### config.mk
export PLATFORM = sky130hd
export DESIGN_NAME = dual_channel_fade_dimmer_top
export DESIGN_NICKNAME = d
export VERILOG_FILES = /design/src/dcfd_pkg.sv /design/src/dual_channel_fade_dimmer_top.sv
export VERILOG_INCLUDE_DIRS = /design/src /design/src/src
export SDC_FILE = /design/constraint.sdc
export NUM_CORES = 2
export LEC_CHECK = 0
export BUFFER_PORTS_ARGS = -buffer_cell sky130_fd_sc_hd__clkbuf_2
export CORE_MARGIN = 2
export CORE_UTILIZATION = 45
export DETAILED_ROUTE_END_ITERATION = 10
export GPL_TIMING_DRIVEN = 0
export PLACE_DENSITY = 0.67
export RECOVER_POWER = 50
export SETUP_SLACK_MARGIN = 0.3
export SLEW_MARGIN = 20
export SYNTH_ARGS = -nofsm -noshare
export SYNTH_HDL_FRONTEND = slang
export SYNTH_SLANG_ARGS = --single-unit
### constraint.sdc
create_clock -name i_clk -period 11.45 [get_ports i_clk]
set_input_delay 0.5725 -clock i_clk [delete_from_list [all_inputs] [get_ports i_clk]]
set_output_delay 0.5725 -clock i_clk [all_outputs]
set_load 0.1 [all_outputs]
### src/dual_channel_fade_dimmer_top_macros.svh
// Assertion macros shared by the fade dimmer RTL.
`ifndef DUAL_CHANNEL_FADE_DIMMER_TOP_MACROS_SVH
`define DUAL_CHANNEL_FADE_DIMMER_TOP_MACROS_SVH

// Same-cycle implication, disabled during reset.
`define DCFD_ASSERT_IMP(lbl, clk, rstn, ante, cons, msg) \
    lbl: assert property (@(posedge clk) disable iff (!rstn) (ante) |-> (cons)) \
        else $error(msg);

// Next-cycle implication, disabled during reset.
`define DCFD_ASSERT_NXT(lbl, clk, rstn, ante, cons, msg) \
    lbl: assert property (@(posedge clk) disable iff (!rstn) (ante) |=> (cons)) \
        else $error(msg);

`endif

### src/dcfd_pkg.sv
// Types and constants of the dual channel fade dimmer.
package dcfd_pkg;

    // Field widths
    localparam int unsigned CMD_W   = 2;
    localparam int unsigned ELAP_W  = 10;
    localparam int unsigned SET_W   = 16;
    localparam int unsigned FADE_W  = 20;
    localparam int unsigned LOCK_W  = 16;
    localparam int unsigned CNT_W   = 16;

    // Stream and register port widths
    localparam int unsigned IN_TDATA_W  = 48;
    localparam int unsigned OUT_TDATA_W = 40;
    localparam int unsigned APB_DATA_W  = 32;
    localparam int unsigned PADDR_W     = 3;
    localparam int unsigned ADDR_IDX_BIT = 2;

    // Register indexes (paddr bit 2)
    localparam logic REG_FADE_SPEED = 1'b0;
    localparam logic REG_LOCKOUT    = 1'b1;

    // Reset values
    localparam logic [FADE_W-1:0] SPEED_RESET   = FADE_W'(20000);
    localparam logic [LOCK_W-1:0] LOCKOUT_RESET = LOCK_W'(1000);
    localparam logic [CNT_W-1:0]  COUNTER_MAX   = {CNT_W{1'b1}};

    // speed * elapsed, then / 1000 by reciprocal multiply (exact for < 2^30)
    localparam int unsigned PROD_W      = FADE_W + ELAP_W;
    localparam int unsigned RECIP_W     = 31;
    localparam int unsigned RECIP_SHIFT = 40;
    localparam logic [RECIP_W-1:0] RECIP_MUL = RECIP_W'(64'd1099511628);
    localparam int unsigned STEP_W      = 21;
    localparam int unsigned MS_PER_SECOND = 1000;

    typedef enum logic [CMD_W-1:0] {
        CMD_TICK     = 2'd0,
        CMD_SET_WARM = 2'd1,
        CMD_SET_COLD = 2'd2,
        CMD_SET_BOTH = 2'd3
    } t_cmd;

    // Input tdata fields, lowest bit first: elapsed, switch, warm, cold
    typedef struct packed {
        logic [SET_W-1:0]  cold_setting_in;
        logic [SET_W-1:0]  warm_setting;
        logic              switch_level;
        logic [ELAP_W-1:0] elapsed_ms;
    } t_in_fields;

    // Output tdata fields, lowest bit first: warm, cold, lamp, toggled
    typedef struct packed {
        logic             toggled;
        logic             lamp_on;
        logic [SET_W-1:0] cold_duty;
        logic [SET_W-1:0] warm_duty;
    } t_out_fields;

    localparam int unsigned IN_FIELDS_W  = $bits(t_in_fields);
    localparam int unsigned OUT_FIELDS_W = $bits(t_out_fields);

endpackage

### src/dual_channel_fade_dimmer_top.sv
// Dual channel fade dimmer: three-stage pipeline with lamp toggle and slew-limited duties.
//
//  port group | dir | handshake         | payload
//  s_axis     | in  | tvalid / tready   | tuser: command; tdata: elapsed, switch, settings
//  m_axis     | out | tvalid / tready   | tdata: warm duty, cold duty, lamp on, toggled
//  apb        | in  | psel/penable      | fade_speed at 0x0, switch_lockout_ms at 0x4
//
// One item per cycle sustained while m_axis_tready holds high; result tvalid comes from the result register.
// Stage one registers speed*elapsed, stage two divides by 1000 via a reciprocal
// multiply, stage three updates lamp, counter, settings and duties.
// Synchronous active-low reset clears valids, state and config; no clearing pass.
// A stalled result stays in the output register while the earlier stages still fill.
module dual_channel_fade_dimmer_top #(
    parameter int DUTY_BITS = 16
) (
    input  logic                               i_clk,
    input  logic                               i_rst_n,
    // input item stream
    input  logic                               s_axis_tvalid,
    output logic                               s_axis_tready,
    // tdata: [9:0] elapsed_ms, [10] switch_level, [26:11] warm_setting,
    //        [42:27] cold_setting_in, [47:43] zero
    input  logic [dcfd_pkg::IN_TDATA_W-1:0]    s_axis_tdata,
    // tuser: [1:0] command
    input  logic [dcfd_pkg::CMD_W-1:0]         s_axis_tuser,
    // result item stream
    output logic                               m_axis_tvalid,
    input  logic                               m_axis_tready,
    // tdata: [15:0] warm_duty, [31:16] cold_duty, [32] lamp_on, [33] toggled,
    //        [39:34] zero
    output logic [dcfd_pkg::OUT_TDATA_W-1:0]   m_axis_tdata,
    // configuration
    input  logic                               psel,
    input  logic                               penable,
    input  logic                               pwrite,
    input  logic [dcfd_pkg::PADDR_W-1:0]       paddr,
    input  logic [dcfd_pkg::APB_DATA_W-1:0]    pwdata,
    output logic [dcfd_pkg::APB_DATA_W-1:0]    prdata,
    output logic                               pready
);
    import dcfd_pkg::*;

    localparam logic [SET_W-1:0] DUTY_MAX = SET_W'((32'd1 << DUTY_BITS) - 32'd1);

    // Config registers
    logic [FADE_W-1:0] r_fade_speed;
    logic [LOCK_W-1:0] r_lockout;

    // Pipeline registers
    logic              r_a_valid;
    t_cmd              r_a_cmd;
    t_in_fields        r_a_item;
    logic [PROD_W-1:0] r_a_prod;
    logic              r_b_valid;
    t_cmd              r_b_cmd;
    t_in_fields        r_b_item;
    logic [STEP_W-1:0] r_b_step;
    logic              r_out_valid;
    t_out_fields       r_out_data;

    // Block state
    logic                 r_lamp;
    logic [CNT_W-1:0]     r_since;
    logic [SET_W-1:0]     r_warm_store;
    logic [SET_W-1:0]     r_cold_store;
    logic [DUTY_BITS-1:0] r_warm_level;
    logic [DUTY_BITS-1:0] r_cold_level;

    // Next values
    logic                 n_lamp;
    logic [CNT_W-1:0]     n_since;
    logic [SET_W-1:0]     n_warm_store;
    logic [SET_W-1:0]     n_cold_store;
    logic [DUTY_BITS-1:0] n_warm_level;
    logic [DUTY_BITS-1:0] n_cold_level;
    logic                 n_toggled;

    logic                        w_cfg_wr;
    t_in_fields                  w_in_item;
    logic [PROD_W-1:0]           w_prod;
    logic [PROD_W+RECIP_W-1:0]   w_scaled;
    logic                        w_c_ready;
    logic                        w_b_ready;
    logic                        w_adv_a;
    logic                        w_adv_b;
    logic                        w_adv_c;
    logic [CNT_W:0]              w_sum;
    logic [CNT_W-1:0]            w_sat;
    logic                        w_tog;
    logic [DUTY_BITS-1:0]        w_warm_target;
    logic [DUTY_BITS-1:0]        w_cold_target;

    // Move a duty toward its target by at most step, landing on it if closer
    function automatic logic [DUTY_BITS-1:0] f_approach(
        input logic [DUTY_BITS-1:0] level,
        input logic [DUTY_BITS-1:0] target,
        input logic [STEP_W-1:0]    step
    );
        logic [DUTY_BITS-1:0] gap;
        logic [DUTY_BITS-1:0] res;
        gap = '0;
        res = level;
        if (target > level) begin
            gap = target - level;
            res = (STEP_W'(gap) > step) ? level + step[DUTY_BITS-1:0] : target;
        end else if (target < level) begin
            gap = level - target;
            res = (STEP_W'(gap) > step) ? level - step[DUTY_BITS-1:0] : target;
        end
        return res;
    endfunction

    // Clamp a stored setting to the duty range
    function automatic logic [DUTY_BITS-1:0] f_sat_duty(input logic [SET_W-1:0] v);
        return (v > DUTY_MAX) ? DUTY_MAX[DUTY_BITS-1:0] : v[DUTY_BITS-1:0];
    endfunction

    // APB register file
    assign pready   = 1'b1;
    assign w_cfg_wr = psel && penable && pwrite && pready;

    always_ff @(posedge i_clk) begin
        if (!i_rst_n) begin
            r_fade_speed <= SPEED_RESET;
            r_lockout    <= LOCKOUT_RESET;
        end else if (w_cfg_wr) begin
            unique case (paddr[ADDR_IDX_BIT])
                REG_FADE_SPEED: r_fade_speed <= pwdata[FADE_W-1:0];
                REG_LOCKOUT:    r_lockout    <= pwdata[LOCK_W-1:0];
                default:        r_lockout    <= r_lockout;
            endcase
        end
    end

    always_comb begin
        unique case (paddr[ADDR_IDX_BIT])
            REG_FADE_SPEED: prdata = APB_DATA_W'(r_fade_speed);
            REG_LOCKOUT:    prdata = APB_DATA_W'(r_lockout);
            default:        prdata = '0;
        endcase
    end

    // Stall chain: each stage moves when the next one is empty or moving
    assign w_c_ready     = !r_out_valid || m_axis_tready;
    assign w_b_ready     = !r_b_valid || w_c_ready;
    assign s_axis_tready = !r_a_valid || w_b_ready;
    assign w_adv_a       = s_axis_tvalid && s_axis_tready;
    assign w_adv_b       = r_a_valid && w_b_ready;
    assign w_adv_c       = r_b_valid && w_c_ready;

    // Stage one: raw step product
    assign w_in_item = s_axis_tdata[IN_FIELDS_W-1:0];
    assign w_prod    = {{ELAP_W{1'b0}}, r_fade_speed} *
                       {{FADE_W{1'b0}}, w_in_item.elapsed_ms};

    always_ff @(posedge i_clk) begin
        if (!i_rst_n) begin
            r_a_valid <= 1'b0;
        end else if (w_adv_a) begin
            r_a_valid <= 1'b1;
        end else if (w_adv_b) begin
            r_a_valid <= 1'b0;
        end
    end

    always_ff @(posedge i_clk) begin
        if (w_adv_a) begin
            r_a_cmd  <= t_cmd'(s_axis_tuser);
            r_a_item <= w_in_item;
            r_a_prod <= w_prod;
        end
    end

    // Stage two: divide by 1000 through the reciprocal
    assign w_scaled = {{RECIP_W{1'b0}}, r_a_prod} * {{PROD_W{1'b0}}, RECIP_MUL};

    always_ff @(posedge i_clk) begin
        if (!i_rst_n) begin
            r_b_valid <= 1'b0;
        end else if (w_adv_b) begin
            r_b_valid <= 1'b1;
        end else if (w_adv_c) begin
            r_b_valid <= 1'b0;
        end
    end

    always_ff @(posedge i_clk) begin
        if (w_adv_b) begin
            r_b_cmd  <= r_a_cmd;
            r_b_item <= r_a_item;
            r_b_step <= w_scaled[RECIP_SHIFT +: STEP_W];
        end
    end

    // Stage three: lockout counter, toggle, targets and fade
    assign w_sum = {1'b0, r_since} + (CNT_W + 1)'(r_b_item.elapsed_ms);
    assign w_sat = w_sum[CNT_W] ? COUNTER_MAX : w_sum[CNT_W-1:0];
    assign w_tog = (w_sat > r_lockout) && (r_b_item.switch_level == r_lamp);

    always_comb begin
        n_lamp        = r_lamp;
        n_since       = r_since;
        n_warm_store  = r_warm_store;
        n_cold_store  = r_cold_store;
        n_warm_level  = r_warm_level;
        n_cold_level  = r_cold_level;
        n_toggled     = 1'b0;
        w_warm_target = '0;
        w_cold_target = '0;
        unique case (r_b_cmd)
            CMD_TICK: begin
                n_lamp        = r_lamp ^ w_tog;
                n_toggled     = w_tog;
                n_since       = w_tog ? '0 : w_sat;
                w_warm_target = n_lamp ? f_sat_duty(r_warm_store) : '0;
                w_cold_target = n_lamp ? f_sat_duty(r_cold_store) : '0;
                n_warm_level  = f_approach(r_warm_level, w_warm_target, r_b_step);
                n_cold_level  = f_approach(r_cold_level, w_cold_target, r_b_step);
            end
            CMD_SET_WARM: n_warm_store = r_b_item.warm_setting;
            CMD_SET_COLD: n_cold_store = r_b_item.cold_setting_in;
            CMD_SET_BOTH: begin
                n_warm_store = r_b_item.warm_setting;
                n_cold_store = r_b_item.cold_setting_in;
            end
            default: n_toggled = 1'b0;
        endcase
    end

    always_ff @(posedge i_clk) begin
        if (!i_rst_n) begin
            r_lamp       <= 1'b0;
            r_since      <= '0;
            r_warm_store <= '0;
            r_cold_store <= '0;
            r_warm_level <= '0;
            r_cold_level <= '0;
        end else if (w_adv_c) begin
            r_lamp       <= n_lamp;
            r_since      <= n_since;
            r_warm_store <= n_warm_store;
            r_cold_store <= n_cold_store;
            r_warm_level <= n_warm_level;
            r_cold_level <= n_cold_level;
        end
    end

    // Result register
    always_ff @(posedge i_clk) begin
        if (!i_rst_n) begin
            r_out_valid <= 1'b0;
        end else if (w_adv_c) begin
            r_out_valid <= 1'b1;
        end else if (m_axis_tready) begin
            r_out_valid <= 1'b0;
        end
    end

    always_ff @(posedge i_clk) begin
        if (w_adv_c) begin
            r_out_data.warm_duty <= SET_W'(n_warm_level);
            r_out_data.cold_duty <= SET_W'(n_cold_level);
            r_out_data.lamp_on   <= n_lamp;
            r_out_data.toggled   <= n_toggled;
        end
    end

    assign m_axis_tvalid = r_out_valid;
    assign m_axis_tdata  = OUT_TDATA_W'(r_out_data);

`include "dual_channel_fade_dimmer_top_macros.svh"

    // Reciprocal divide must give the exact quotient by 1000
    `DCFD_ASSERT_NXT(a_step_exact, i_clk, i_rst_n, w_adv_b, (32'(r_b_step) * 32'(MS_PER_SECOND) <= 32'($past(r_a_prod))) && (32'($past(r_a_prod)) < 32'(r_b_step) * 32'(MS_PER_SECOND) + 32'(MS_PER_SECOND)), "step is not elapsed*speed/1000")
    // Lamp flips exactly when the result reports a toggle
    `DCFD_ASSERT_NXT(a_lamp_flag, i_clk, i_rst_n, w_adv_c, (r_lamp != $past(r_lamp)) == r_out_data.toggled, "lamp change and toggle flag disagree")
    // Set commands leave duties and lamp untouched
    `DCFD_ASSERT_NXT(a_set_hold, i_clk, i_rst_n, w_adv_c && (r_b_cmd != CMD_TICK), $stable(r_warm_level) && $stable(r_cold_level) && $stable(r_lamp), "set command moved duty or lamp")
    // With the lamp off, duties only fall
    `DCFD_ASSERT_NXT(a_off_fall, i_clk, i_rst_n, w_adv_c && !n_lamp, (r_warm_level <= $past(r_warm_level)) && (r_cold_level <= $past(r_cold_level)), "duty rose while lamp off")

endmodule

* Yosys cells after proc, flatten, opt, wreduce, memory -nomap -nowiden
Index checks and enable logic that the tools add are counted.
Storage, ports and cells: register bits after elaboration 295, bits in latches 0, bits in writable memories 0, memory bits (read-only) 0, input port bits 92, memories 0
Operators by class: add/subtract/negate cells 9, $mul 2, div/mod/pow operators 0, $lt $le $gt $ge 11, eq/ne operators 4, shifts and indexed selects 0, mux-type cells 24, bitwise operators 2, reductions and logical operators 23
Operator list (number):
- $mux 16 | 16
- $sub 16x16->16 | 6
- $gt 16x21->1 | 4
- $pmux 32 s2 | 1
- $mul 30x29->59 const B | 1
- $gt 16x16->1 | 3
- $add 16x16->16 | 2
- $gt 16x16->1 const B | 2
- $lt 16x16->1 | 2
- $mul 20x10->30 | 1
- $add 16x10->17 | 1
- $reduce_and 2->1 | 5
- $mux 1 | 7
- $logic_and 1x1->1 | 6
- $reduce_bool 2->1 | 3
- $eq 2x2->1 const B | 2
- $reduce_or 2->1 | 2
- $logic_not 1->1 | 3
- $logic_or 1x1->1 | 3
- $eq 2x1->1 const B | 1
- $logic_not 2->1 | 1
- $eq 1x1->1 | 1
- $not 1->1 | 1
- $xor 1x1->1 | 1

* Longest topological paths before layout
depth in word-level cells 12, mapped depth 41, mapped depth without buffers 38

* Worst setup path before layout
OpenSTA, ideal clock, no wires.
path type reg-to-reg, from register r_b_item[0] (netlist bit), to register r_out_data (netlist bit m_axis_tdata[2]), data pin, library setup time 0.267 ns, arrival 8.196 ns, slack 2.987 ns, cell stages (with the launch flop) 42, buffers on the path 3, cell sequence edfxtp_1 > ha_1 > fa_1 > a21o_1 > a21oi_1 > o21bai_1 > a2111oi_0 > nor2_1 > a2111oi_0 > nand2_1 > and2_1 > ha_1 > nand4_2 > nor3_1 > a21bo_2 > a32o_1 > nor2_1 > buf_2 > [... 6 more ...] > a211oi_1 > o2111ai_1 > a31oi_1 > o21ai_0 > nand2b_1 > a21oi_1 > xnor2_1 > ha_1 > nand4b_1 > nor3_1 > o21ai_0 > a31oi_1 > o21a_1 > buf_1 > mux2i_1 > o21ai_0 > o211ai_1 > o21ai_0
On the way: longest elaborated chain between the ends 12, elaborated cells between the ends (all ways) 17, those cells by class 3 x add/sub; 5 x order compare; 7 x mux; 1 x bitwise; 1 x reduce/logical
RTL lines:
- from (decl) | line dual_channel_fade_dimmer_top.sv:56 | t_in_fields r_b_item;
- from (signal assigned) | line dual_channel_fade_dimmer_top.sv:190 | r_b_item <= r_a_item;
- $add 16x10->17 * | line dual_channel_fade_dimmer_top.sv:196 | assign w_sum = {1'b0, r_since} + (CNT_W + 1)'(r_b_item.elapsed_ms);
- $mux 16 * | line dual_channel_fade_dimmer_top.sv:197 | assign w_sat = w_sum[CNT_W] ? COUNTER_MAX : w_sum[CNT_W-1:0];
- $gt 16x16->1 * | line dual_channel_fade_dimmer_top.sv:198 | assign w_tog = (w_sat > r_lockout) && (r_b_item.switch_level == r_lamp);
- $logic_and 1x1->1 * | line dual_channel_fade_dimmer_top.sv:198
- $xor 1x1->1 * | line dual_channel_fade_dimmer_top.sv:212 | n_lamp = r_lamp ^ w_tog;
- $mux 16 * | line dual_channel_fade_dimmer_top.sv:215 | w_warm_target = n_lamp ? f_sat_duty(r_warm_store) : '0;
- $sub 16x16->16 | line dual_channel_fade_dimmer_top.sv:107 | gap = level - target;
- $gt 16x21->1 | line dual_channel_fade_dimmer_top.sv:108 | res = (STEP_W'(gap) > step) ? level - step[DUTY_BITS-1:0] : target;
- $mux 16 | line dual_channel_fade_dimmer_top.sv:108
- $mux 16 | line dual_channel_fade_dimmer_top.sv:106 | end else if (target < level) begin
- $mux 16 * | line dual_channel_fade_dimmer_top.sv:103 | if (target > level) begin
- $mux 16 * | line dual_channel_fade_dimmer_top.sv:210 | unique case (r_b_cmd)
- via n_warm_level[2] | line dual_channel_fade_dimmer_top.sv:74 | logic [DUTY_BITS-1:0] n_warm_level;
- to (decl) | line dual_channel_fade_dimmer_top.sv:59 | t_out_fields r_out_data;
The timed path passes the listed nets; every way through them passes the cells marked *. A chain may end at the register's enable or synchronous reset.

* Final worst setup path
from register r_b_item[0] (netlist bit), to register r_out_data (netlist bit m_axis_tdata[0]), data pin
Same word-level chain as after synthesis.

==> results.cfg <==
[min_path]
hold_class = in2reg
hold_path_depth = 1
hp-start = s_axis_tdata[34]
hold_path_end = r_a_item[34]

[worst_setup_path]
r2r_setup_slack_ns = 0.75
end_kind = flip-flop
reg2regPathDepth = 36
slowest_delay_ns = 0.63
crit_path_start_kind = flip-flop
path_max_fanout = 10
cpMostUsedCell = ha_1
cp.required_ns = 11.80
cpMaxStageDelayCell = o41ai_1
worstReg2RegEnd = m_axis_tdata[0]
crit_type = reg2reg
timing.rr.start = r_b_item[0]
cp_top_family = compound AO/OA/AOI/OAI gates
cp_num_buf_inv = 6
arrival_ns = 11.05

[logic_synthesis]
synth-simple-area-share = 0.116
netlist_area_um2 = 39200
synth_top_flop_cell = edfxtp_1
synth_xor_area_frac = 0.0317
avgSynthCellArea_um2 = 9.41
syn_inst = 4167
synth_top_family_by_area = adder cells
synthMuxAreaShare = 0.0105
synth_fa_ha_area_frac = 0.424
yosysUniqueCellTypes = 79
synth_compound_area_frac = 0.139
synthArstFlopShare = 0
synth_enable_flop_cells = 175
synth-seq-cells = 295
ys_seq_area_frac = 0.195
ys_warn_count = 0

[global_route]
gr-total-overflow = 0
grt_pass1_wl_mm = 176
antenna_found_initial = 4
grtUsageTotal = 0.252
grt_pass1_vias = 30774
grt_max_degree = 28

[timing]
slew_viol_final = 39
min_period_ns = 10.70
max_freq_mhz = 93.5
tns_ns = 0
tightest_slew_ns = 1.76
slew_headroom = -0.176
hold_violations = 0
grt_setup_unrepaired = false
fin_crit_sh = 0.934
setup_violations = 0
hold_ws_ns = 0.129
fin_worst_skew_ns = 0.0337

[drt]
drtIter0Drc = 2639
wl_per_cell_um = 20.3
met3WireLength_mm = 8.83
met2_length_mm = 50.3
vias = 30717
viasPerCell = 5.55
top_layer = met5
drtAntennaViolNets = 0
dr.pass1.iters = 8
drc = 0
postRouteWirelength_mm = 113
drt-met1-wl_mm = 50.3

[finish]
nets = 5517
drive_gt1_frac = 0.0512
multi_input_area_um2 = 28400
mostFrequentLayoutCells = 684 x inv_1, 645 x ha_1, 427 x fa_1
fillCellCount = 8139
final_area_um2 = 42600
seqCellArea_um2 = 7660
areaGrowthSynthToFinish_pct = 8.57
mostFrequentLayoutCell = inv_1
fin_cells = 5535

[status]
status = finished, violations left
violations = max-capacitance violations, max-slew violations

[die]
coreArea_um2 = 86600
die_w_um = 299
dieHeight_um = 299
io_pins = 167
start_util = 0.453
row_count = 108
dieArea_um2 = 89500

[placement]
place.gp.congestion = 1.02
placed_cells_incl_taps = 5475
numPortBuffers = 128
hpwl_mm = 91.9
dpl-instance-area_um2 = 41600

[job]
max_cap_violations = 2

[cts]
numCtsBuffers = 31
cts_tree = built
clkLatencyLatePin_ns = 0.63
h-tree-depth = 1
clock-sinks = 295
clk_pin_slew_ns = 0.07
post_cts_buffers = 0
cts_root_buffer = clkbuf_16
clockBufferDepth = 3
metrics by stage:
step | setup slack, ns | util
after global routing | 0.270 | 0.491
after CTS | 0.306 | 0.493
after global placement | 0.215 | 0.477
final | 0.753 | 0.491
after detailed placement | 0.185 | 0.480
after floorplan | 2.99 | -
timing repair:
| item | 4_1_cts | 5_1_grt |
|---|---|---|
| hold buffers | 0 | 0 |
| setup endpoints to repair | 5 | 59 |
| pin swaps | 0 | 0 |
| gates resized for setup | 2 | 20 |
routing by layer:
layer / track usage / vias to the layer above
met5: 0 / -
met4: 0.0615 / 4
met3: 0.0362 / 188
met2: 0.401 / 1096
met1: 0.361 / 15072
li1: - / 14357
synth_stat cells (7+ instances only):
master | count | area, um^2
a2111oi_0 | 9 | 78.8
a211o_1 | 8 | 70.1
a211oi_1 | 39 | 293
a21boi_0 | 80 | 601
a21o_1 | 88 | 661
a21oi_1 | 182 | 911
a221oi_1 | 10 | 87.6
a22oi_1 | 13 | 97.6
a31oi_1 | 26 | 163
and2_1 | 108 | 676
and3_1 | 18 | 113
and4_1 | 7 | 61.3
buf_2 | 10 | 50.1
buf_4 | 19 | 143
clkbuf_1 | 132 | 495
dfxtp_1 | 120 | 2400
edfxtp_1 | 175 | 5260
fa_1 | 427 | 8550
ha_1 | 645 | 8070
inv_1 | 684 | 2570
mux2_2 | 18 | 203
mux2i_1 | 21 | 210
nand2_1 | 396 | 1490
nand2b_1 | 29 | 181
nand3_1 | 76 | 380
nand4_1 | 30 | 188
nor2_1 | 152 | 571
nor2b_1 | 54 | 338
nor3_1 | 35 | 175
nor3b_1 | 8 | 60.1
nor4_1 | 9 | 56.3
o211ai_1 | 30 | 225
o21a_1 | 35 | 263
o21ai_0 | 145 | 726
o21bai_1 | 30 | 225
o22ai_1 | 13 | 81.3
o31ai_1 | 37 | 278
or3_1 | 11 | 68.8
xnor2_1 | 103 | 902
xor2_1 | 39 | 342
how the worst max path moves through the flow:
| stage | startpoint | to | slack (ns) | cells after the start |
|---|---|---|---|---|
| 3_5_place_dp | r_b_item[0] | m_axis_tdata[6] | 0.19 | 40 |
| 4_1_cts | r_b_item[0] | m_axis_tdata[0] | 0.31 | 37 |
| 2_1_floorplan | r_b_item[0] | m_axis_tdata[2] | 2.99 | 41 |
| 3_3_place_gp | r_b_item[0] | m_axis_tdata[3] | 0.22 | 41 |
| 6_report | r_b_item[0] | m_axis_tdata[0] | 0.75 | 36 |
| 5_1_grt | r_b_item[0] | m_axis_tdata[28] | 0.27 | 37 |
cells by family (layout without fill, tap and decap cells):
kind of cell / Yosys count / count (layout)
buffers and inverters: 850 / 1044
muxes: 39 / 39
DFF: 295 / 295
other: 2 / 21
and+or+nand+nor: 956 / 956
xor gates and xnor gates: 142 / 142
AOI/OAI and AO/OA: 811 / 811
adders and majority gates: 1072 / 1072
sequential cells by signal, summed over array words and instances, names as in the netlist, 20 cells and up:
signal	cells
r_a_prod	30
r_a_item	43
r_b_item	43
r_fade_speed	20
m_axis_tdata	34
r_b_step	21
worst reg2reg max path, delay by kind of cell (launching register included):
family	cells	cell delay [ns]
and+or+nand+nor	6	1.46
AOI/OAI and AO/OA	17	5.13
xor gates and xnor gates	1	0.16
muxes	1	0.15
DFF	1	0.37
buffers and inverters	6	1.58
adders and majority gates	5	1.60
layout make-up:
type                    instances  share of cell area
multi-input cells            3039               0.667
well taps                    1155              0.0339
inverters                     684              0.0603
clock inverters                23             0.00767
plain buffers                 166              0.0170
repair buffers                136              0.0157
clock buffers                  35              0.0188
diodes                          2            0.000118
flip-flops and latches        295               0.180
Power is left out: the tool's default activity adds up to more than one toggle a clock period on the data nets, which glitch-free logic cannot reach.
